`src/design/rhc_pkg.sv`:
```
package rhc_pkg;

    // CORDIC datapath widths: x and y in Q30 with headroom for the gain,
    // angle in 2^-32 turn units with sign and headroom.
    localparam int XY_W         = 33;
    localparam int Z_W          = 34;
    localparam int CORDIC_STEPS = 30;

    localparam logic signed [Z_W-1:0] TURN_QUARTER = 34'sd1073741824;
    localparam logic signed [Z_W-1:0] TURN_HALF    = 34'sd2147483648;

    // Reciprocal of three for the intensity, exact for sums up to 765.
    localparam logic [9:0] RECIP3     = 10'd683;
    localparam int         RECIP3_SHR = 11;

    // atan(2^-i) in units of 2^-32 turn.
    localparam logic [31:0] ATAN_TURNS [CORDIC_STEPS] = '{
        32'd536870912, 32'd316933405, 32'd167458907, 32'd85004756,
        32'd42667331,  32'd21354465,  32'd10679838,  32'd5340245,
        32'd2670163,   32'd1335086,   32'd667544,    32'd333772,
        32'd166886,    32'd83443,     32'd41721,     32'd20860,
        32'd10430,     32'd5215,      32'd2607,      32'd1303,
        32'd651,       32'd325,       32'd162,       32'd81,
        32'd40,        32'd20,        32'd10,        32'd5,
        32'd2,         32'd1
    };

endpackage

```
`src/design/rhc_cordic_cell.sv`:
```
module rhc_cordic_cell #(
    parameter int STEP   = 0,
    parameter int SIDE_W = 8
) (
    input  logic                            i_clk,
    input  logic                            i_rst_n,
    input  logic                            i_valid,
    output logic                            o_ready,
    input  logic signed [rhc_pkg::XY_W-1:0] i_x,
    input  logic signed [rhc_pkg::XY_W-1:0] i_y,
    input  logic signed [rhc_pkg::Z_W-1:0]  i_z,
    input  logic [SIDE_W-1:0]               i_side,
    output logic                            o_valid,
    input  logic                            i_ready,
    output logic signed [rhc_pkg::XY_W-1:0] o_x,
    output logic signed [rhc_pkg::XY_W-1:0] o_y,
    output logic signed [rhc_pkg::Z_W-1:0]  o_z,
    output logic [SIDE_W-1:0]               o_side
);

    logic                            r_valid;
    logic signed [rhc_pkg::XY_W-1:0] r_x;
    logic signed [rhc_pkg::XY_W-1:0] r_y;
    logic signed [rhc_pkg::Z_W-1:0]  r_z;
    logic [SIDE_W-1:0]               r_side;
    logic signed [rhc_pkg::XY_W-1:0] w_xs;
    logic signed [rhc_pkg::XY_W-1:0] w_ys;
    logic signed [rhc_pkg::Z_W-1:0]  w_atan;
    logic                            w_pos;

    // Arithmetic shifts round towards minus infinity, as the angle table expects.
    assign w_xs   = i_x >>> STEP;
    assign w_ys   = i_y >>> STEP;
    assign w_atan = {{(rhc_pkg::Z_W - 32){1'b0}}, rhc_pkg::ATAN_TURNS[STEP]};
    assign w_pos  = !i_y[rhc_pkg::XY_W-1] && (i_y != '0);

    assign o_ready = !r_valid || i_ready;

    always_ff @(posedge i_clk) begin
        if (!i_rst_n) begin
            r_valid <= 1'b0;
        end else if (o_ready) begin
            r_valid <= i_valid;
        end
    end

    always_ff @(posedge i_clk) begin
        if (o_ready && i_valid) begin
            if (w_pos) begin
                r_x <= i_x + w_ys;
                r_y <= i_y - w_xs;
                r_z <= i_z + w_atan;
            end else begin
                r_x <= i_x - w_ys;
                r_y <= i_y + w_xs;
                r_z <= i_z - w_atan;
            end
            r_side <= i_side;
        end
    end

    assign o_valid = r_valid;
    assign o_x     = r_x;
    assign o_y     = r_y;
    assign o_z     = r_z;
    assign o_side  = r_side;

endmodule

```
`config.mk`:
```
export PLATFORM = sky130hd
export DESIGN_NAME = rhc_cordic_cell
export DESIGN_NICKNAME = d
export VERILOG_FILES = /design/src/design/rhc_pkg.sv /design/src/design/rhc_cordic_cell.sv
export SDC_FILE = /design/constraint.sdc
export NUM_CORES = 1
export LEC_CHECK = 0
export ABC_AREA = 1
export BUFFER_PORTS_ARGS = -buffer_cell sky130_fd_sc_hd__buf_2
export CAP_MARGIN = 15
export CORE_ASPECT_RATIO = 2
export CORE_MARGIN = 3
export CORE_UTILIZATION = 45
export CTS_CLUSTER_DIAMETER = 50
export DETAILED_ROUTE_END_ITERATION = 12
export PLACE_DENSITY = 0.67
export SYNTH_ARGS = -nofsm -noshare
export SYNTH_HDL_FRONTEND = slang
export SYNTH_SLANG_ARGS = --single-unit
```
`constraint.sdc`:
```
create_clock -name i_clk -period 10.3 [get_ports i_clk]
set_input_delay 2.575 -clock i_clk [delete_from_list [all_inputs] [get_ports i_clk]]
set_output_delay 2.575 -clock i_clk [all_outputs]
set_load 0.01 [all_outputs]
```
# == Yosys cells after proc, flatten, opt, wreduce, memory -nomap -nowiden ==
# Cells that the tools add are included.
# classes
n_bitwise,0
eq_ne,0
n_addsub,5
reduce_logical,6
shift,0
n_mux,3
div_mod_pow,0
order_cmp,0
n_mul,0
# ops
op,count
2-to-1 mux 33 bit,2
subtractor 33 bit,2
adder 34 x 31 -> 34 bit (second input constant),1
2-to-1 mux 34 bit,1
subtractor 34 x 31 -> 34 bit (second input constant),1
adder 33 bit,1
nonzero test 33 bit,1
logical AND 1 bit,2
logical NOT 1 bit,2
logical OR 1 bit,1
# word_totals
regBits,109
out_inout_bits,110
n_memories,0
mem_bits_ro,0
in_bits,112
wordCells,19
ramBits,0
latchBits,0

# == Longest topological paths before layout ==
# logic_depth
word_depth,3
depth_mapped,16
ltp_nobuf,16

# == Worst setup path before layout ==
# No wires, ideal clock.
# synth_timing
path_kind,input to register
startpoint,input i_valid
endpoint,"register r_side[0] (netlist: o_side[0]), enable pin"
setup_time_ns,0.608
stages,2
arrival_time_ns,7.773
setup_slack_ns,1.919
required_time_ns,9.692
n_path_buf,0
path_cell_list,inv_1 > a21oi_1
# synth_between
elab_chain_cells,1
# synth_rtl
element,line,rtl
from (decl),rhc_cordic_cell.sv:7,"input logic i_valid,"
logical AND 1 bit,rhc_cordic_cell.sv:48,if (o_ready && i_valid) begin
to (signal assigned),rhc_cordic_cell.sv:58,r_side <= i_side;
to (decl),rhc_cordic_cell.sv:25,logic [SIDE_W-1:0] r_side;
# Every way passes these cells.
# A chain may end at the register's enable or synchronous reset.

# == Worst setup path after layout ==
# layout_timing
startpoint,input i_ready
endpoint,output o_ready
# layout_between
elab_chain_cells,1
# layout_rtl
element,line,rtl
from (decl),rhc_cordic_cell.sv:14,"input logic i_ready,"
logical OR 1 bit,rhc_cordic_cell.sv:37,assign o_ready = !r_valid || i_ready;
to (decl),rhc_cordic_cell.sv:8,"output logic o_ready,"
# Every way passes these cells.

==> flow_summary.yaml <==
run_status:
  status: "complete, no violations"
detailed_routing:
  first_pass_iters: 6
  viasPerCell: 5.26
  dr_total_vias: 11500
  wl_per_cell_um: 18.4
  wl_um: 40200
  drt_iter0_markers: 813
  drc: 0
  ant_nets: 0
final_layout:
  finalNetCount: 2110
  seq_area_mm2: 0.00323
  area_growth_pct: 14.0
  drive_gt1_share_pct: 14.2
  fin_cells: 2187
  multiInputGateArea_mm2: 0.00637
  design_area_mm2: 0.0126
  nFillCells: 2550
critical_path:
  reg2reg_from: "o_valid"
  critical_path_arrival_ns: 2.99
  r2r-end: "o_x[25]"
  start_kind: "input pin"
  crit_required_ns: 7.73
  rrSetupSlack_ns: 8.14
  startpoint: "i_ready"
  criticalPathCategory: "in2out"
  crit_path_end_kind: "output pin"
  ff2ff_path_depth: 3
  path_max_fanout: 2
  cp-endpoint: "o_ready"
cts:
  htree_levels: 3
  clockBufferDepth: 2
  cts_tree: "done"
  cts_resized: 0
  clkTransAtPathRegs_ns: 0.07
  cts_sinks: 108
  cts_setup_buffers: 0
  holdBufCountCts: 0
  cts_buffers: 9
  clk_latency_ns: 0.37
  root_buffer: "clkbuf_16"
die:
  ioPinCount: 222
  core_mm2: 0.0240
  dieArea_mm2: 0.0265
  start_util_pct: 45.9
  num_rows: 80
  dieHeight_um: 227
  die_w_um: 117
grt:
  antenna_found_initial: 2
  grt_overflow: 0
  grt_pass1_vias: 11200
  grt_pass1_wl_um: 58500
  grt_usage_pct: 29.6
  grt_max_degree: 69
placement:
  dp_hpwl_um: 34200
  place.gp.congestion: 0.998
  placedCellCount: 2171
  dpl_cell_area_mm2: 0.0123
  port_buffers: 221
synthesis:
  synthTopCellsByArea: "edfxtp_1 29%, nand2_1 20%, ha_1 11%"
  ys_async_sr_fraction_pct: 0
  synth_largest_area_cell: "edfxtp_1"
  yosysMostFrequentCell: "nand2_1"
  synth_edf_count: 107
  synthTopCellsByCount: "590 x nand2_1, 313 x inv_1, 146 x nand3_1"
  synth_cells: 1700
  yosys_warnings: 0
  syn_nets: 1915
  avgSynthCellArea_um2: 6.48
  mappedNetlistArea_mm2: 0.0110
  synth_flop_cell: "edfxtp_1"
  synth.distinct_cells: 32
  synth_top_area_share_pct: 29.1
  ys_seq_area_share_pct: 29.3
  synth_seq_cells: 108
sta:
  slew-limit-headroom_pct: 38.7
  post-route-min-period_ns: 5.56
  period_share_pct: 54.0
  setup_viol: 0
  fin_tns_setup_ns: 0
  slew_viol_final: 0
  max_freq_ghz: 0.180
  worst_hold_slack_ns: 0.571
  hold_viol: 0
  rsz0062_at_grt: "false"
  finClkSkew_ns: 0.0118
  worstMarginPinSlew_ns: 0.912
power:
  swShare_pct: 39.3
  seq_power_share_pct: 37.7
  irDropWorstVdd_mv: 0.0910
  pwr-share-comb_pct: 39.7
  p_switching_mw: 0.574
  p_leak_nw: 6.97
  clockPowerShare_pct: 22.6
  power_mw: 1.46
  p_int_mw: 0.889
  p_per_area_mw_per_mm2: 116
job:
  drv_cap: 0
hold_path:
  hold_path.class: "reg2reg"
-- stage by stage --
stage | utilization, % | worst slack, ns
4_1_cts | 52.3 | 4.73
5_1_grt | 52.3 | 4.69
6_report | 52.3 | 4.74
3_3_place_gp | 51.2 | 4.73
2_1_floorplan | - | 1.92
3_5_place_dp | 51.2 | 4.73
-- sequential cells by signal, indices dropped and copies added, names as in the netlist --
| signal | flops |
|---|---|
| o_z | 34 |
| o_y | 33 |
| o_x | 32 |
| o_side | 8 |
| o_valid | 1 |
-- cell families (layout without fill, tap and decap cells) --
logic type | count (synthesis) | in the layout | share of synthesized area (%)
xor+xnor | 39 | 39 | 3.10
flops | 108 | 108 | 29.3
buf+inv | 358 | 557 | 13.1
fa+ha+maj | 103 | 103 | 12.0
simple gates | 932 | 932 | 34.7
other cells | 0 | 1 | 0
compound gates | 160 | 160 | 7.79
-- cell type report --
| type | instances | share of cell area, % |
|---|---|---|
| clock buffer | 9 | 1.79 |
| multi-input combinational | 1234 | 50.7 |
| timing repair buffer | 226 | 9.10 |
| inverter | 316 | 9.44 |
| sequential | 108 | 25.7 |
| antenna | 1 | 0.0199 |
| clock inverter | 6 | 0.378 |
| tap | 287 | 2.86 |
-- routing by layer --
metal / track usage, % / routed length [um] / share of wire (%)
met2: 56.6 / 21700 / 54
met5: 0 / 14 / 0.035
met1: 27.6 / 12900 / 32
met3: 3.59 / 2140 / 5.3
met4: 22.2 / 3460 / 8.6
-- critical path: stages --
cell and delay (ns):
buf_2 0.10, inv_1 0.10, nand2_1 0.07, buf_2 0.14
-- power by group through the flow --
stage	Clock, mW	Combinational [mW]	Sequential, mW
after floorplan	0	0.343	0.590
after global placement	0	0.572	0.561
after detailed placement	0	0.576	0.562
after CTS	0.339	0.579	0.552
after global routing	0.355	0.639	0.556
final	0.331	0.581	0.551
-- placed cells by master (no fill, tap or decap), types with 7 or more instances in the layout --
cell | synthesis | layout
nand2_1 | 590 | 590
nor3_1 | 7 | 7
nand3_1 | 146 | 146
a21oi_1 | 78 | 77
nor2_1 | 139 | 139
o21ai_0 | 54 | 54
ha_1 | 99 | 99
nand2_2 | 10 | 10
and2_1 | 7 | 7
edfxtp_1 | 107 | 107
clkbuf_16 | 0 | 9
inv_1 | 313 | 313
nor2_2 | 8 | 7
o21bai_1 | 17 | 17
nand4_1 | 15 | 15
buf_2 | 21 | 221
xor2_1 | 36 | 36
-- how the worst min path moves through the flow --
stage,slack (ns),startpoint,depth (start not counted),to
after floorplan,0.60,o_valid,2,o_valid
after global placement,0.56,o_valid,2,o_valid
after detailed placement,0.57,o_valid,2,o_valid
after CTS,0.58,o_valid,2,o_valid
after global routing,0.61,o_valid,2,o_valid
final,0.57,o_valid,2,o_valid
Note: power is estimated with default switching activity, not from simulation.
