File: config.mk
export PLATFORM = sky130hd
export DESIGN_NAME = rhc_div_cell
export DESIGN_NICKNAME = d
export VERILOG_FILES = /design/src/design/rhc_div_cell.sv
export SDC_FILE = /design/constraint.sdc
export NUM_CORES = 1
export LEC_CHECK = 0
export BUFFER_PORTS_ARGS = -buffer_cell sky130_fd_sc_hd__buf_2
export CAP_MARGIN = 5
export CORE_MARGIN = 10
export CORE_UTILIZATION = 46
export CTS_BUF_LIST = sky130_fd_sc_hd__clkbuf_16
export CTS_CLUSTER_SIZE = 16
export DETAILED_ROUTE_END_ITERATION = 7
export PLACE_DENSITY = 0.77
export SLEW_MARGIN = 20
export SYNTH_ARGS = -nofsm -noshare
export SYNTH_HDL_FRONTEND = slang
export SYNTH_SLANG_ARGS = --single-unit
File: constraint.sdc
create_clock -name i_clk -period 2.37 [get_ports i_clk]
set_clock_uncertainty 0.05 [all_clocks]
set_input_delay 0.1185 -clock i_clk [delete_from_list [all_inputs] [get_ports i_clk]]
set_output_delay 0.1185 -clock i_clk [all_outputs]
set_load 0.02 [all_outputs]
File: src/design/rhc_div_cell.sv
module rhc_div_cell #(
    parameter int RW     = 34,
    parameter int DW     = 26,
    parameter int QW     = 8,
    parameter int SHIFT  = 0,
    parameter int SIDE_W = 8
) (
    input  logic              i_clk,
    input  logic              i_rst_n,
    input  logic              i_valid,
    output logic              o_ready,
    input  logic [RW-1:0]     i_rem,
    input  logic [DW-1:0]     i_div,
    input  logic [QW-1:0]     i_quot,
    input  logic [SIDE_W-1:0] i_side,
    output logic              o_valid,
    input  logic              i_ready,
    output logic [RW-1:0]     o_rem,
    output logic [DW-1:0]     o_div,
    output logic [QW-1:0]     o_quot,
    output logic [SIDE_W-1:0] o_side
);

    localparam int CW = (RW > DW + QW) ? RW : DW + QW;

    logic              r_valid;
    logic [RW-1:0]     r_rem;
    logic [DW-1:0]     r_div;
    logic [QW-1:0]     r_quot;
    logic [SIDE_W-1:0] r_side;
    logic [CW-1:0]     w_trial;
    logic [CW-1:0]     w_rem_ext;
    logic              w_take;
    logic [RW-1:0]     n_rem;
    logic [QW-1:0]     n_quot;

    // One restoring step: this cell decides quotient bit SHIFT.
    assign w_trial   = CW'(i_div) << SHIFT;
    assign w_rem_ext = CW'(i_rem);
    assign w_take    = (w_rem_ext >= w_trial);
    assign n_rem     = w_take ? RW'(w_rem_ext - w_trial) : i_rem;
    assign n_quot    = w_take ? (i_quot | (QW'(1) << SHIFT)) : i_quot;

    assign o_ready = !r_valid || i_ready;

    always_ff @(posedge i_clk) begin
        if (!i_rst_n) begin
            r_valid <= 1'b0;
        end else if (o_ready) begin
            r_valid <= i_valid;
        end
    end

    always_ff @(posedge i_clk) begin
        if (o_ready && i_valid) begin
            r_rem  <= n_rem;
            r_div  <= i_div;
            r_quot <= n_quot;
            r_side <= i_side;
        end
    end

    assign o_valid = r_valid;
    assign o_rem   = r_rem;
    assign o_div   = r_div;
    assign o_quot  = r_quot;
    assign o_side  = r_side;

endmodule

=== Word level (Yosys, flattened, before mapping) ===
Cells that the tools add are included.
W data, S select, Z words.

* Register bits: 77

* Add/subtract/negate cells: 1
* Magnitude comparators: 1
* Mux-type cells: 1
* Reductions and logical operators: 3

{| class="wikitable"
|+ Operators by type and width
! kind !! number
|-
| $ge A34 B26 Y1 || 1
|-
| $mux W34 || 1
|-
| $sub A34 B26 Y34 || 1
|-
| $logic_and A1 B1 Y1 || 1
|-
| $logic_not A1 Y1 || 1
|-
| $logic_or A1 B1 Y1 || 1
|}

=== Depth between registers and ports, before layout ===
* Depth in word-level cells: 3
* Depth in mapped cells: 13
* Gate-level depth less buffers: 11

=== Worst setup path before layout ===
Ideal clock, no wire load.

* Path kind: register -> register
* Start point: register r_valid, in the netlist o_valid
* End point: register r_div[0], in the netlist o_div[0], enable pin
* Setup time: 0.442 ns
* Arrival time: 2.429 ns
* Data required time: 1.878 ns
* Path slack: -0.551 ns
* Cell stages (with the launch flop): 3
* Period minus slack after synthesis: 2.921 ns
* Path through: dfxtp_1 nand2b_1 and2_1

* Cells in the longest elaborated chain, start to end: 3

{| class="wikitable"
|+ Ends and longest elaborated chain
! element !! RTL line !! RTL
|-
| start: declaration || 26 || <nowiki>logic r_valid;</nowiki>
|-
| start signal: assignment || 50 || <nowiki>r_valid <= i_valid;</nowiki>
|-
| $logic_not A1 Y1 || 44 || <nowiki>assign o_ready = !r_valid || i_ready;</nowiki>
|-
| $logic_or A1 B1 Y1 || 44 ||
|-
| via o_ready || 11 || <nowiki>output logic o_ready,</nowiki>
|-
| $logic_and A1 B1 Y1 || 55 || <nowiki>if (o_ready && i_valid) begin</nowiki>
|-
| end signal: assignment || 57 || <nowiki>r_div <= i_div;</nowiki>
|-
| end: declaration || 28 || <nowiki>logic [DW-1:0] r_div;</nowiki>
|}

The timed path passes the listed nets, and every way through them passes these cells.
A chain may end at the register's enable or synchronous reset.

=== Worst setup path in the final report ===
* Start point: input port i_rem[0]
* End point: register r_rem[1], in the netlist o_rem[1] (data pin)

* Cells in the longest elaborated chain, start to end: 2
* Elaborated cells between the ends (all ways): 3

{| class="wikitable"
|+ Ends and longest elaborated chain
! element !! RTL line !! RTL
|-
| start: declaration || 12 || <nowiki>input logic [RW-1:0] i_rem,</nowiki>
|-
| $sub A34 B26 Y34 or $ge A34 B26 Y1 (tied branches) || 41, 40 ||
|-
| $mux W34 * || 41 || <nowiki>assign n_rem = w_take ? RW'(w_rem_ext - w_trial) : i_rem;</nowiki>
|-
| via n_rem[1] || 34 || <nowiki>logic [RW-1:0] n_rem;</nowiki>
|-
| end signal: assignment || 56 || <nowiki>r_rem <= n_rem;</nowiki>
|-
| end: declaration || 27 || <nowiki>logic [RW-1:0] r_rem;</nowiki>
|}

Mark *: on every way through the listed nets, which the timed path passes. The rest lies on a longest branch.

==> run_results.csv <==
group,metric,value,unit
worst_hold_path,min_path_type,"input port to flop",
setup_path,crit_chain,"buf_2 -> inv_1 -> ha_1 -> inv_1 -> fa_1 -> nand3_1 -> a21oi_1 -> o311ai_2 -> a21o_1 -> and3_4 -> mux2_1",
drt,dr.pass1.iters,5,
pwr,ir_drop,0.433,mV
timing,fin_crit,2270,ps
synth,avgSynthCellArea,11.2,um^2
timing,tns,0,ps
setup_path,reg2reg_slack,950,ps
timing,relSlewSlack,67.5,%
setup_path,worst-path-buf-inv,3,
timing,maxSlewViolCount,0,
clock_network,cts-root-buf,"clkbuf_16",
clock_network,cts_tree,"done",
setup_path,slowest_delay,390,ps
final_layout,synthToLayoutAreaGrowth,44.5,%
drt,drtIter0Drc,319,
synth,yosysTopAreaCell,"edfxtp_1",
synth,syn_nets,525,
setup_path,cp-end-kind,"flop",
placement,routabilityCongestion,0.960,
setup_path,startpoint_type,"input port",
final_layout,fin_nets,787,
placement,hpwl,10600,um
global_routing,grt_overflow,0,
synth,synthFlopType,"edfxtp_1",
synth,netlist.area_leader.share,48.7,%
setup_path,path_common_cell,"inv_1",
timing,tightest_slew,476,ps
clock_network,cts_setup_buffers,0,
synth,ys_seq_elements,77,
die,fp.coreArea,9860,um^2
pwr,p_per_area,619,nW/um^2
drt,drc,0,
setup_path,worstPathArrival,2310,ps
synth,ys_seq_area_share,49.1,%
die,row_count,36,
run_status,status,"completed",
setup_path,crit_required,2400,ps
flow_run,drv_cap,0,
clock_network,clockBufferDepth,2,
placement,port_buffers,157,
clock_network,clk_pin_slew_worst_paths,60,ps
global_routing,grt_pass1_wl,22400,um
timing,whs,4.44,ps
die,start_util,47.5,%
global_routing,grt_usage,18.9,%
clock_network,numCtsBuffers,9,
drt,vias_per_cell,5.26,
drt,num_vias,4306,
die,die_area,14600,um^2
pwr,p_leak,2.97,nW
clock_network,ctsHtreeMaxLevel,3,
die,pin_count,158,
synth,synth_cells,418,
setup_path,worstSetupPathType,"input port to flop",
synth,synth.distinct_cells,62,
timing,hold_viol_final,0,
final_layout,fillers,751,
drt,wl_per_cell,17.3,um
timing,rsz0062_at_grt,"no",
timing,setup_viol,0,
synth,post_synth_instance_area,4690,um^2
synth,synthArstFlopShare,0,%
drt,ant_nets,0,
die,dieHeight,121,um
global_routing,grt_max_degree,45,
timing,finalCritPeriodShare,95.9,%
drt,totalWireLength,14200,um
final_layout,layout-drive-gt1-share,45.0,%
synth,synth_warnings,0,
setup_path,cpLargestDelayFamily,"compound AO/OA/AOI/OAI gates",
clock_network,cts.sink_count,77,
global_routing,antenna_found_initial,0,
global_routing,first_global_vias,4512,
setup_path,cpMaxStageDelayCell,"fa_1",
synth,synth_edf_count,76,
synth,synth_area_leaders,"edfxtp_1, ha_1, o21ai_2",
setup_path,crit_fanout,6,
clock_network,worst_skew_pair.late_latency,340,ps
timing,fmax,440,MHz
pwr,p_total,4.20,mW
die,die_w,121,um
==> sequential cells by signal (all words and copies together), names as in the netlist <==
signal   flops
o_valid      1
o_side       8
o_quot       8
o_rem       34
o_div       26
==> metrics by stage <==
stage	worst slack (ps)	instance area, um^2	utilization (%)	instances
after floorplan	25.8	4690	-	418
after global placement	-207	6020	61.1	759
after detailed placement	-335	6020	61.1	759
after CTS	7.02	6750	68.4	818
after global routing	1.84	6770	68.7	818
final	97.8	6780	68.7	819
==> routing by layer <==
layer	up-vias	GRT usage [%]	wire, um
li1	2074	-	-
met1	2011	20.8	5340
met2	200	33.4	7230
met3	21	6.61	1410
met4	0	5.73	172
met5	-	0	0
==> layout by cell type (no fill, tap or decap), drive strengths merged, types with 3 or more instances in the layout <==
master	n
nand2	52
ha	26
edfxtp	76
a21oi	29
o21ai	36
buf	224
nor2	19
or2	3
or3	3
nor3	11
o31ai	5
o21a	5
o22ai	3
nor4	4
nand3	6
nand4	7
a2111oi	3
nand2b	4
a21o	10
xnor2	15
clkbuf	9
a21boi	4
xor2	13
o311ai	3
dlygate4sd3	43
inv	39
==> worst reg2reg max path, cell delays in order, from the launching register on <==
cell      delay [ps]
dfxtp_1          320
nand2b_1         110
and2_4           250
buf_4            350
==> cells by family (layout without fill, tap and decap cells) <==
logic type | Yosys count | after routing | synth area share (%)
AND/OR/NAND/NOR | 122 | 122 | 14.8
AO/OA/AOI/OAI | 113 | 113 | 17.1
flip-flops | 77 | 77 | 49.1
buffers and inverters | 50 | 317 | 6.11
XOR/XNOR | 28 | 28 | 5.23
adder cells (fa/ha/maj) | 27 | 27 | 7.37
multiplexers | 1 | 1 | 0.240
other | 0 | 1 | 0
==> where the power goes <==
group	switching (mW)	leakage, nW	total [mW]	internal, mW
logic	0.655	2.09	1.16	0.507
clock network	0.621	0.141	1.36	0.737
registers	0.0266	0.742	1.68	1.65
total	1.30	2.97	4.20	2.89
==> cells in the mapped netlist, types with 2 or more instances <==
cell type  instances
o31ai_1            2
inv_1             34
nand3_1            6
nor3_1            11
o21a_1             5
a211o_1            2
nand2_1           27
nand2b_1           4
buf_2              9
a21oi_1           29
o21bai_1           2
a2111oi_0          2
a211oi_1           2
a31oi_1            2
xor2_1            13
o311ai_1           2
nor2b_1            2
and2_1             2
a21o_1            10
nand2_2           25
edfxtp_1          76
nor4_2             2
o21ai_2           22
o21ai_0           10
a221oi_1           2
xnor2_1           15
a21boi_0           4
nand4_1            6
or2_2              3
o22ai_1            3
o31ai_2            3
or3_1              2
ha_1              26
o21ai_1            4
nor2_1            19
buf_12             4
==> what timing repair did <==
action | 4_1_cts | 5_1_grt
gates resized for setup | 0 | 6
endpoints found under the setup margin | 0 | 27
hold endpoints to repair | 42 | 0
hold buffers | 43 | 0
==> layout make-up <==
type | count | area [um^2] | area share, %
multi-input cells | 291 | 2130 | 31.4
diodes | 1 | 2.50 | 0.0369
well taps | 133 | 166 | 2.46
clock inverters | 7 | 65.1 | 0.960
inverters | 34 | 128 | 1.88
flip-flops and latches | 77 | 2300 | 34.0
repair buffers | 267 | 1760 | 25.9
clock buffers | 9 | 225 | 3.32
==> final timing paths <==
check | start | cells past startpoint | to
max | i_rem[0] | 11 | o_rem[1]$_DFFE_PP_
max reg2reg | o_valid$_SDFFE_PN0N_ | 3 | o_rem[14]$_DFFE_PP_
min reg2reg | o_valid$_SDFFE_PN0N_ | 2 | o_side[5]$_DFFE_PP_
min | i_quot[0] | 2 | o_quot[0]$_SDFFCE_PP1P_
No activity file was read; power rests on OpenSTA's default activity.
