## src/design/rhc_sqrt_cell.sv

```systemverilog
module rhc_sqrt_cell #(
    parameter int VW     = 48,
    parameter int QW     = 24,
    parameter int SHIFT  = 0,
    parameter int SIDE_W = 8
) (
    input  logic              i_clk,
    input  logic              i_rst_n,
    input  logic              i_valid,
    output logic              o_ready,
    input  logic [VW-1:0]     i_rem,
    input  logic [QW-1:0]     i_root,
    input  logic [SIDE_W-1:0] i_side,
    output logic              o_valid,
    input  logic              i_ready,
    output logic [VW-1:0]     o_rem,
    output logic [QW-1:0]     o_root,
    output logic [SIDE_W-1:0] o_side
);

    localparam int TW = 2 * QW + 1;

    logic              r_valid;
    logic [VW-1:0]     r_rem;
    logic [QW-1:0]     r_root;
    logic [SIDE_W-1:0] r_side;
    logic [TW-1:0]     w_trial;
    logic [TW-1:0]     w_rem_ext;
    logic              w_take;

    // Setting root bit SHIFT raises the square by 2*root*2^SHIFT + 2^(2*SHIFT).
    assign w_trial   = (TW'(i_root) << (SHIFT + 1)) + (TW'(1) << (2 * SHIFT));
    assign w_rem_ext = TW'(i_rem);
    assign w_take    = (w_rem_ext >= w_trial);

    assign o_ready = !r_valid || i_ready;

    always_ff @(posedge i_clk) begin
        if (!i_rst_n) begin
            r_valid <= 1'b0;
        end else if (o_ready) begin
            r_valid <= i_valid;
        end
    end

    always_ff @(posedge i_clk) begin
        if (o_ready && i_valid) begin
            r_rem  <= w_take ? VW'(w_rem_ext - w_trial) : i_rem;
            r_root <= w_take ? (i_root | (QW'(1) << SHIFT)) : i_root;
            r_side <= i_side;
        end
    end

    assign o_valid = r_valid;
    assign o_rem   = r_rem;
    assign o_root  = r_root;
    assign o_side  = r_side;

endmodule

```

## config.mk

```make
export PLATFORM = sky130hd
export DESIGN_NAME = rhc_sqrt_cell
export DESIGN_NICKNAME = d
export VERILOG_FILES = /design/src/design/rhc_sqrt_cell.sv
export SDC_FILE = /design/constraint.sdc
export NUM_CORES = 1
export LEC_CHECK = 0
export BUFFER_PORTS_ARGS = -buffer_cell sky130_fd_sc_hd__buf_2
export CAP_MARGIN = 20
export CORE_MARGIN = 2
export CORE_UTILIZATION = 25
export CTS_BUF_LIST = sky130_fd_sc_hd__clkbuf_8 sky130_fd_sc_hd__clkbuf_16
export DETAILED_ROUTE_END_ITERATION = 7
export MAX_ROUTING_LAYER = met4
export PLACE_DENSITY = 0.49
export SETUP_SLACK_MARGIN = 0.1
export SLEW_MARGIN = 40
export SYNTH_ARGS = -nofsm -noshare
export SYNTH_HDL_FRONTEND = slang
export SYNTH_SLANG_ARGS = --single-unit
```

## constraint.sdc

```tcl
create_clock -name i_clk -period 8.9 [get_ports i_clk]
set_input_delay 1.78 -clock i_clk [delete_from_list [all_inputs] [get_ports i_clk]]
set_output_delay 1.78 -clock i_clk [all_outputs]
set_load 0.03 [all_outputs]
```

# After elaboration in Yosys (flattened, before gate mapping)
# Index checks and enable logic that the tools add are counted.
dict set report classes {
  add_sub_neg 2
  mul 0
  n_div 0
  magnitude_cmp 1
  eq_ne 0
  n_shift 0
  muxes 1
  bitwise 0
  reduce_logical 3
}
# op n
set ops {}
lappend ops {{greater-or-equal comparator 48 x 26 -> 1 bit} 1}
lappend ops {{2-to-1 mux 48 bit} 1}
lappend ops {{subtractor 48 x 26 -> 48 bit} 1}
lappend ops {{adder 25 x 1 -> 26 bit (second input constant)} 1}
lappend ops {{logical AND 1 bit} 1}
lappend ops {{zero test 1 bit} 1}
lappend ops {{logical OR 1 bit} 1}
dict set report totals {
  regBits 81
  latch_bits 0
  ramBits 0
  rom_bits 0
  output_inout_bits 82
  elab_cells 12
  mem_count 0
}

# Logic depth before layout (Yosys ltp)
# Gate-level depths: netlist of the first run.
dict set report depth {
  depth_word 3
  mapped_depth 12
  mapped_depth_nobuf 11
}

# Worst setup path after synthesis of the first run
# Ideal clock, no wire load.
dict set report synth_timing {
  path_kind {input to register}
  start {input i_root[12]}
  end {register r_rem[31], in the netlist o_rem[31], data pin}
  setup_time_ns 0.261
  arrival_ns 4.354
  path_slack_ns 4.285
  path_stages 11
  n_path_buf 1
  cell_sequence {inv_1 > ha_1 > buf_2 > nand4_1 > or3_1 > o32a_1 > a41oi_1 > nor4b_4 > nor4_1 > mux2_1 > a311o_1}
}
dict set report synth_between {
  elab_chain_len 3
}
# element line_no
set synth_rtl {}
lappend synth_rtl {{start: declaration} 12} ;# input logic [QW-1:0] i_root,
lappend synth_rtl {{adder 25 x 1 -> 26 bit (*)} 32} ;# assign w_trial = (TW'(i_root) << (SHIFT + 1)) + (TW'(1) << (2 * SHIFT));
lappend synth_rtl {{subtractor 48 x 26 -> 48 bit or greater-or-equal comparator 48 x 26 -> 1 bit (tied branches)} {48, 34}}
lappend synth_rtl {{2-to-1 mux 48 bit (*)} 48} ;# r_rem <= w_take ? VW'(w_rem_ext - w_trial) : i_rem;
lappend synth_rtl {{end signal: assignment} 48}
lappend synth_rtl {{end: declaration} 24} ;# logic [VW-1:0] r_rem;
# Mark *: on every way between the ends. The rest lies on a longest branch, timed or not.
# A chain may end at the register's enable or synchronous reset.

# Worst setup path in the final report of the first run
dict set report layout_timing {
  start {input i_rem[1]}
  end {register r_rem[31], in the netlist o_rem[31], data pin}
}
dict set report layout_between {
  elab_chain_len 2
}
# element line_no
set layout_rtl {}
lappend layout_rtl {{start: declaration} 11} ;# input logic [VW-1:0] i_rem,
lappend layout_rtl {{subtractor 48 x 26 -> 48 bit or greater-or-equal comparator 48 x 26 -> 1 bit (tied branches)} {48, 34}}
lappend layout_rtl {{2-to-1 mux 48 bit (*)} 48}
# Marked as above.

==> metrics.csv, run 1 <==
metric;value;unit
GRT Util Overall;0.140;
number of buffers added for setup after CTS;0;
largest net degree at the start of global routing;54;
root buffer cell;clkbuf_16;
Post-Syn Nets;567;
Worst Clk Skew;0.00424;ns
Syn. warnings;0;
CTS clk-pin slew, worst paths;0.06;ns
CTS Hold Bufs;0;
DR WL/cell;15.8;µm
worst-path maximum fanout;53;
worst slew pin tran;0.750;ns
Synth Instances;457;
Longest Clk Path Bufs;2;
share of cells above drive strength 1;0.310;
setup_tns;0;ns
CTS sink cnt;81;
I/O Buffers;165;
Final GP Congestion;0.887;
reg2reg setup slack;7.35;ns
status;completed;
Critical Path Sink Type;flip-flop;
Area Growth Syn to Fin;29.7;%
first-pass GRT wire length;21.2;mm
unrepaired setup endpoints after global routing;no;
starting utilization of the core area;0.255;
Peak supply drop;83.2;µV
die height;142;µm
Pwr per Cell Area;183;nW/µm²
syn_area_per_cell;10.5;µm²
design area;6200;µm²
DRC viols;0;
EDFF count, synth;80;
Slew Viols, Final;0;
Setup crit start kind;input port;
Core Box Area;18700;µm²
Fin. Hold Viols;0;
CTS tree;built;
NumNets Final;727;
worst rel slew slack;0.495;
crit share post-route;0.618;
number of CTS-inserted buffers;9;
post-synthesis cell type count;53;
Post-synth ARST share;0;
final setup vio count;0;
Placed Area;5870;µm²
Cell Area, Synth;4780;µm²
vias per inst;4.68;
CP required;9.00;ns
via count;4019;
drt first pass iters;4;
FP Rows;50;
Routed WL;13.6;mm
WP data arrival;5.60;ns
dpl hpwl;10.7;mm
gr ovfl total;0;
die area;20200;µm²
initial antenna violation count;3;
vias in the first global route;4018;
H-Tree Depth;3;
Max Fclk;0.182;GHz
Top FF cell, synth;edfxtp_1;
critical path class;in -> reg;
max-cap violations;0;
Iteration-0 DRC Markers;247;
Worst-Skew Late Latency;0.35;ns
post-route ant nets;0;
P_leak;0.00258;µW
post_cts resized;0;
number of synthesized register bits;81;
num ports;166;
Hold/Removal Path Class;reg -> reg;
Die X;142;µm
post-route minimum period;5.50;ns
sequential element share of the synthesized area;0.507;
==> kinds of logic (layout without fill, tap and decap cells) <==
family	Yosys count	after routing	synth area share
AO/OA/AOI/OAI	99	99	0.128
XOR/XNOR	42	42	0.0770
adder cells (fa/ha/maj)	26	26	0.0697
buffers and inverters	50	215	0.0411
flip-flops	81	81	0.507
multiplexers	3	3	0.00681
other	0	3	0
AND/OR/NAND/NOR	156	156	0.171
==> metal layers <==
metal / share of wire / global-route usage
met1: 0.45 / 0.176
met3: 0.051 / 0.0269
met5: 0 / -
met4: 0.026 / 0.0626
met2: 0.47 / 0.219
==> worst paths after layout <==
path	cells past startpoint	endpoint	from
worst max-delay path	11	o_rem[31]$_DFFE_PP_	i_rem[1]
worst min-delay path	2	o_valid$_SDFFE_PN0N_	o_valid$_SDFFE_PN0N_
worst min register to register	2	o_valid$_SDFFE_PN0N_	o_valid$_SDFFE_PN0N_
worst max register to register	4	o_rem[47]$_DFFE_PP_	o_valid$_SDFFE_PN0N_
==> per-stage QoR <==
stage | std cells | utilization | setup slack, ns | power, µW | hold WS (ns)
floorplan | 457 | - | 4.29 | 652 | 0.885
global placement | 838 | 0.312 | 3.18 | 735 | 0.505
detailed placement | 840 | 0.314 | 3.02 | 740 | 0.555
CTS | 856 | 0.331 | 3.39 | 1150 | 0.564
global route | 859 | 0.331 | 3.15 | 1190 | 0.596
finish | 859 | 0.331 | 3.40 | 1140 | 0.570
==> registers in the layout, indices dropped and copies added, names as in the netlist <==
| name | count |
|---|---|
| o_valid | 1 |
| o_root | 24 |
| o_rem | 48 |
| o_side | 8 |
==> area by class of cell <==
type | count | area (µm²)
Antenna cell | 3 | 7.51
Clock buffer | 9 | 225
Clock inverter | 7 | 95.1
Fill cell | 1940 | 12500
Inverter | 31 | 116
Multi-Input combinational cell | 326 | 2170
Sequential cell | 81 | 2420
Tap cell | 234 | 293
Timing Repair Buffer | 168 | 873
==> placed cells by master, fill, tap and decap left out, types with 2 or more instances in the layout <==
cell        netlist  final
a211oi_1          2      2
a21boi_0          2      2
a21o_1            9      9
a21oi_1          30     29
a31oi_1           4      4
a41oi_1           2      2
and3_1            3      3
buf_12            0      2
buf_2             6    165
bufinv_16         0      2
clkbuf_16         0      9
clkinvlp_4        0      3
diode_2           0      3
edfxtp_1         80     80
ha_1             25     25
inv_1            31     31
nand2_1          54     54
nand2b_1          3      3
nand3_1           9      9
nand3b_1          2      2
nand4_1           7      7
nor2_1           22     22
nor2b_1           3      3
nor3_1           14     14
nor3b_1           5      5
nor4_1           10     10
nor4b_1           5      5
o21a_1            2      2
o21ai_0          29     29
o21bai_1          5      5
o31ai_1           4      4
or2_2             2      2
or3_1             7      7
or4_1             3      3
or4_4             2      2
xnor2_1          13     13
xor2_1           29     29
==> cell usage after synthesis (4+ instances only) <==
| cell type | number | area (µm²) |
|---|---|---|
| nand4_1 | 7 | 43.8 |
| a31oi_1 | 4 | 25.0 |
| nor3b_1 | 5 | 37.5 |
| xnor2_1 | 13 | 114 |
| buf_2 | 6 | 30.0 |
| nor4_1 | 10 | 62.6 |
| nand3_1 | 9 | 45.0 |
| inv_1 | 31 | 116 |
| nor2_1 | 22 | 82.6 |
| nor4b_1 | 5 | 43.8 |
| nand2_1 | 54 | 203 |
| a21oi_1 | 30 | 150 |
| edfxtp_1 | 80 | 2400 |
| ha_1 | 25 | 313 |
| clkbuf_1 | 12 | 45.0 |
| o31ai_1 | 4 | 30.0 |
| nor3_1 | 14 | 70.1 |
| or3_1 | 7 | 43.8 |
| xor2_1 | 29 | 254 |
| a21o_1 | 9 | 67.6 |
| o21ai_0 | 29 | 145 |
| o21bai_1 | 5 | 37.5 |
==> power breakdown <==
| group | switching, µW | total (µW) | internal, µW |
|---|---|---|---|
| clock network | 160 | 405 | 245 |
| logic | 174 | 263 | 88.9 |
| registers | 6.71 | 467 | 460 |
==> worst max-delay path, cell delays in order <==
cell and delay [ns]:
buf_2 0.13, fa_1 0.48, a21o_1 0.22, a221oi_1 0.59, o32a_1 0.27, a41oi_1 0.24
nor4b_4 0.56, buf_4 0.51, nor4_1 0.15, mux2_1 0.34, a311o_1 0.33
Power figures use the tool's default switching activity.
==> inputs of run 2 (changes only) <==
PLACE_DENSITY = 0.5   (was 0.49)
clock period = 5 ns   (was 8.9 ns; I/O delays follow)
==> run 2 against run 1 <==
  * Non-clock buffer count rose by 1
  * Die area stayed put
  * Clock-buffer cell count unchanged
  * Final area rose by 0.18%
  * First-iteration DRC count decreased by 37%
  * Register-to-register slack got worse by 3.8 ns
  * Sequential power rose by 78%
  * Largest cell class unchanged
  * Setup slack got worse by 2.3 ns
  * Critical path depth up 1
  * Via count shrank 1.7%
  * Clock skew grew 0.0053 ns
  * Highest routed layer unchanged
==> metrics.csv, run 2 (synthesis gave the netlist of run 1 again) <==
metric;value;unit;change
status;completed;;
Final GP Congestion;0.849;;-4.2%
unrepaired setup endpoints after global routing;no;;
non-filler cells, final;859;;unchanged
worst rel slew slack;0.578;;+0.0829
worst slew pin tran;0.626;ns;-0.125 ns
FP Rows;50;;unchanged
Longest Clk Path Bufs;2;;unchanged
DRC viols;0;;unchanged
setup_tns;0;ns;unchanged
vias per inst;4.60;;-1.7%
most frequent cells in the layout;165 x buf_2, 80 x edfxtp_1, 54 x nand2_1;;
Setup crit start kind;input port;;
fill cell count;1907;;-1.7%
NumNets Final;728;;+0.14%
starting utilization of the core area;0.255;;unchanged
initial antenna violation count;2;;-1
post-route ant nets;0;;unchanged
P_leak;0.00260;µW;+0.68%
num ports;166;;unchanged
crit share post-route;0.771;;
via count;3949;;-1.7%
WP data arrival;3.95;ns;-1.65 ns
post-route minimum period;3.85;ns;
Core Box Area;18700;µm²;unchanged
drt first pass iters;4;;unchanged
Max Fclk;0.260;GHz;
CTS tree;built;;
Routed WL;13.3;mm;-2.2%
largest net degree at the start of global routing;62;;+15%
final setup vio count;0;;unchanged
die height;142;µm;unchanged
CP required;5.10;ns;-3.90 ns
Worst Clk Skew;0.00951;ns;+0.00527 ns
CTS Hold Bufs;0;;unchanged
Critical Path Sink Type;flip-flop;;
GRT Util Overall;0.135;;-0.00472
share of cells above drive strength 1;0.313;;+0.00271
I/O Buffers;165;;unchanged
commonest non-fill, non-tap cell in the layout;buf_2;;
total power;1990;µW;+75%
Worst-Skew Late Latency;0.35;ns;about the same
H-Tree Depth;3;;unchanged
max reg flops;48;;unchanged
die area;20200;µm²;unchanged
DR WL/cell;15.5;µm;-2.2%
Pwr per Cell Area;321;nW/µm²;+75%
Die X;142;µm;unchanged
vias in the first global route;3951;;-1.7%
critical path class;in -> reg;;
number of buffers added for setup after CTS;0;;unchanged
Peak supply drop;155;µV;+86%
gr ovfl total;0;;unchanged
Slew Viols, Final;0;;unchanged
placed insts;841;;+0.12%
Fin. Hold Viols;0;;unchanged
CTS sink cnt;81;;unchanged
Iteration-0 DRC Markers;155;;-37%
number of CTS-inserted buffers;9;;unchanged
Area Growth Syn to Fin;30.0;%;
CTS clk-pin slew, worst paths;0.07;ns;about the same
root buffer cell;clkbuf_16;;
first-pass GRT wire length;20.4;mm;-3.7%
Final Worst Setup Slack;1.15;ns;-2.25 ns
Hold/Removal Path Class;reg -> reg;;
max-cap violations;0;;unchanged
dpl hpwl;10.6;mm;-1.4%
worst-path maximum fanout;61;;+15%
dpl ws;0.722;ns;-2.30 ns
post_cts resized;0;;unchanged
==> run 2: worst max-delay path, stage by stage <==
cell and delay, ns:
buf_2 0.09, inv_1 0.04, ha_1 0.41, nand4_1 0.26, or3_1 0.42, o32a_1 0.20, a41oi_1 0.38, nor4b_4 0.11
buf_12 0.20, or2_2 0.37, nor4_1 0.36, xor2_1 0.11
==> run 2: cell type report <==
cell class                      instances  area [µm²]  area share
Clock buffer                            9         225      0.0363
Timing Repair Buffer                  169         901       0.145
Inverter                               31         116      0.0187
Tap cell                              234         293      0.0471
Antenna cell                            2        5.00    0.000806
Multi-Input combinational cell        326        2170       0.349
Clock inverter                          7        82.6      0.0133
Sequential cell                        81        2420       0.390
==> run 2: report_power, final <==
part           leakage [µW]  internal (µW)  switching (µW)
Clock              0.000151            396             297
Sequential         0.000780            820            13.1
Combinational       0.00167            159             309
==> run 2: per-stage QoR <==
step	utilization	hold slack [ns]	instance area [µm²]
2_1_floorplan	-	0.885	4780
3_3_place_gp	0.313	0.504	5850
3_5_place_dp	0.315	0.531	5890
4_1_cts	0.332	0.542	6200
5_1_grt	0.332	0.578	6210
6_report	0.332	0.536	6210
==> run 2: layer usage <==
metal  vias to the layer above  global-route usage  wire (µm)
met5                         -                   -          0
met4                         0              0.0532        234
met3                        15              0.0313        679
met2                        99               0.215       6350
met1                      1826               0.167       6040
li1                       2009                   -          -
==> run 2: path summary, 6_finish.rpt <==
kind         cells past startpoint              endpoint  slack [ns]            startpoint
max                             12   o_rem[43]$_DFFE_PP_        1.15            i_root[12]
min                              2  o_valid$_SDFFE_PN0N_        0.54  o_valid$_SDFFE_PN0N_
min reg2reg                      2  o_valid$_SDFFE_PN0N_        0.54  o_valid$_SDFFE_PN0N_
max reg2reg                      3   o_rem[10]$_DFFE_PP_        3.57  o_valid$_SDFFE_PN0N_
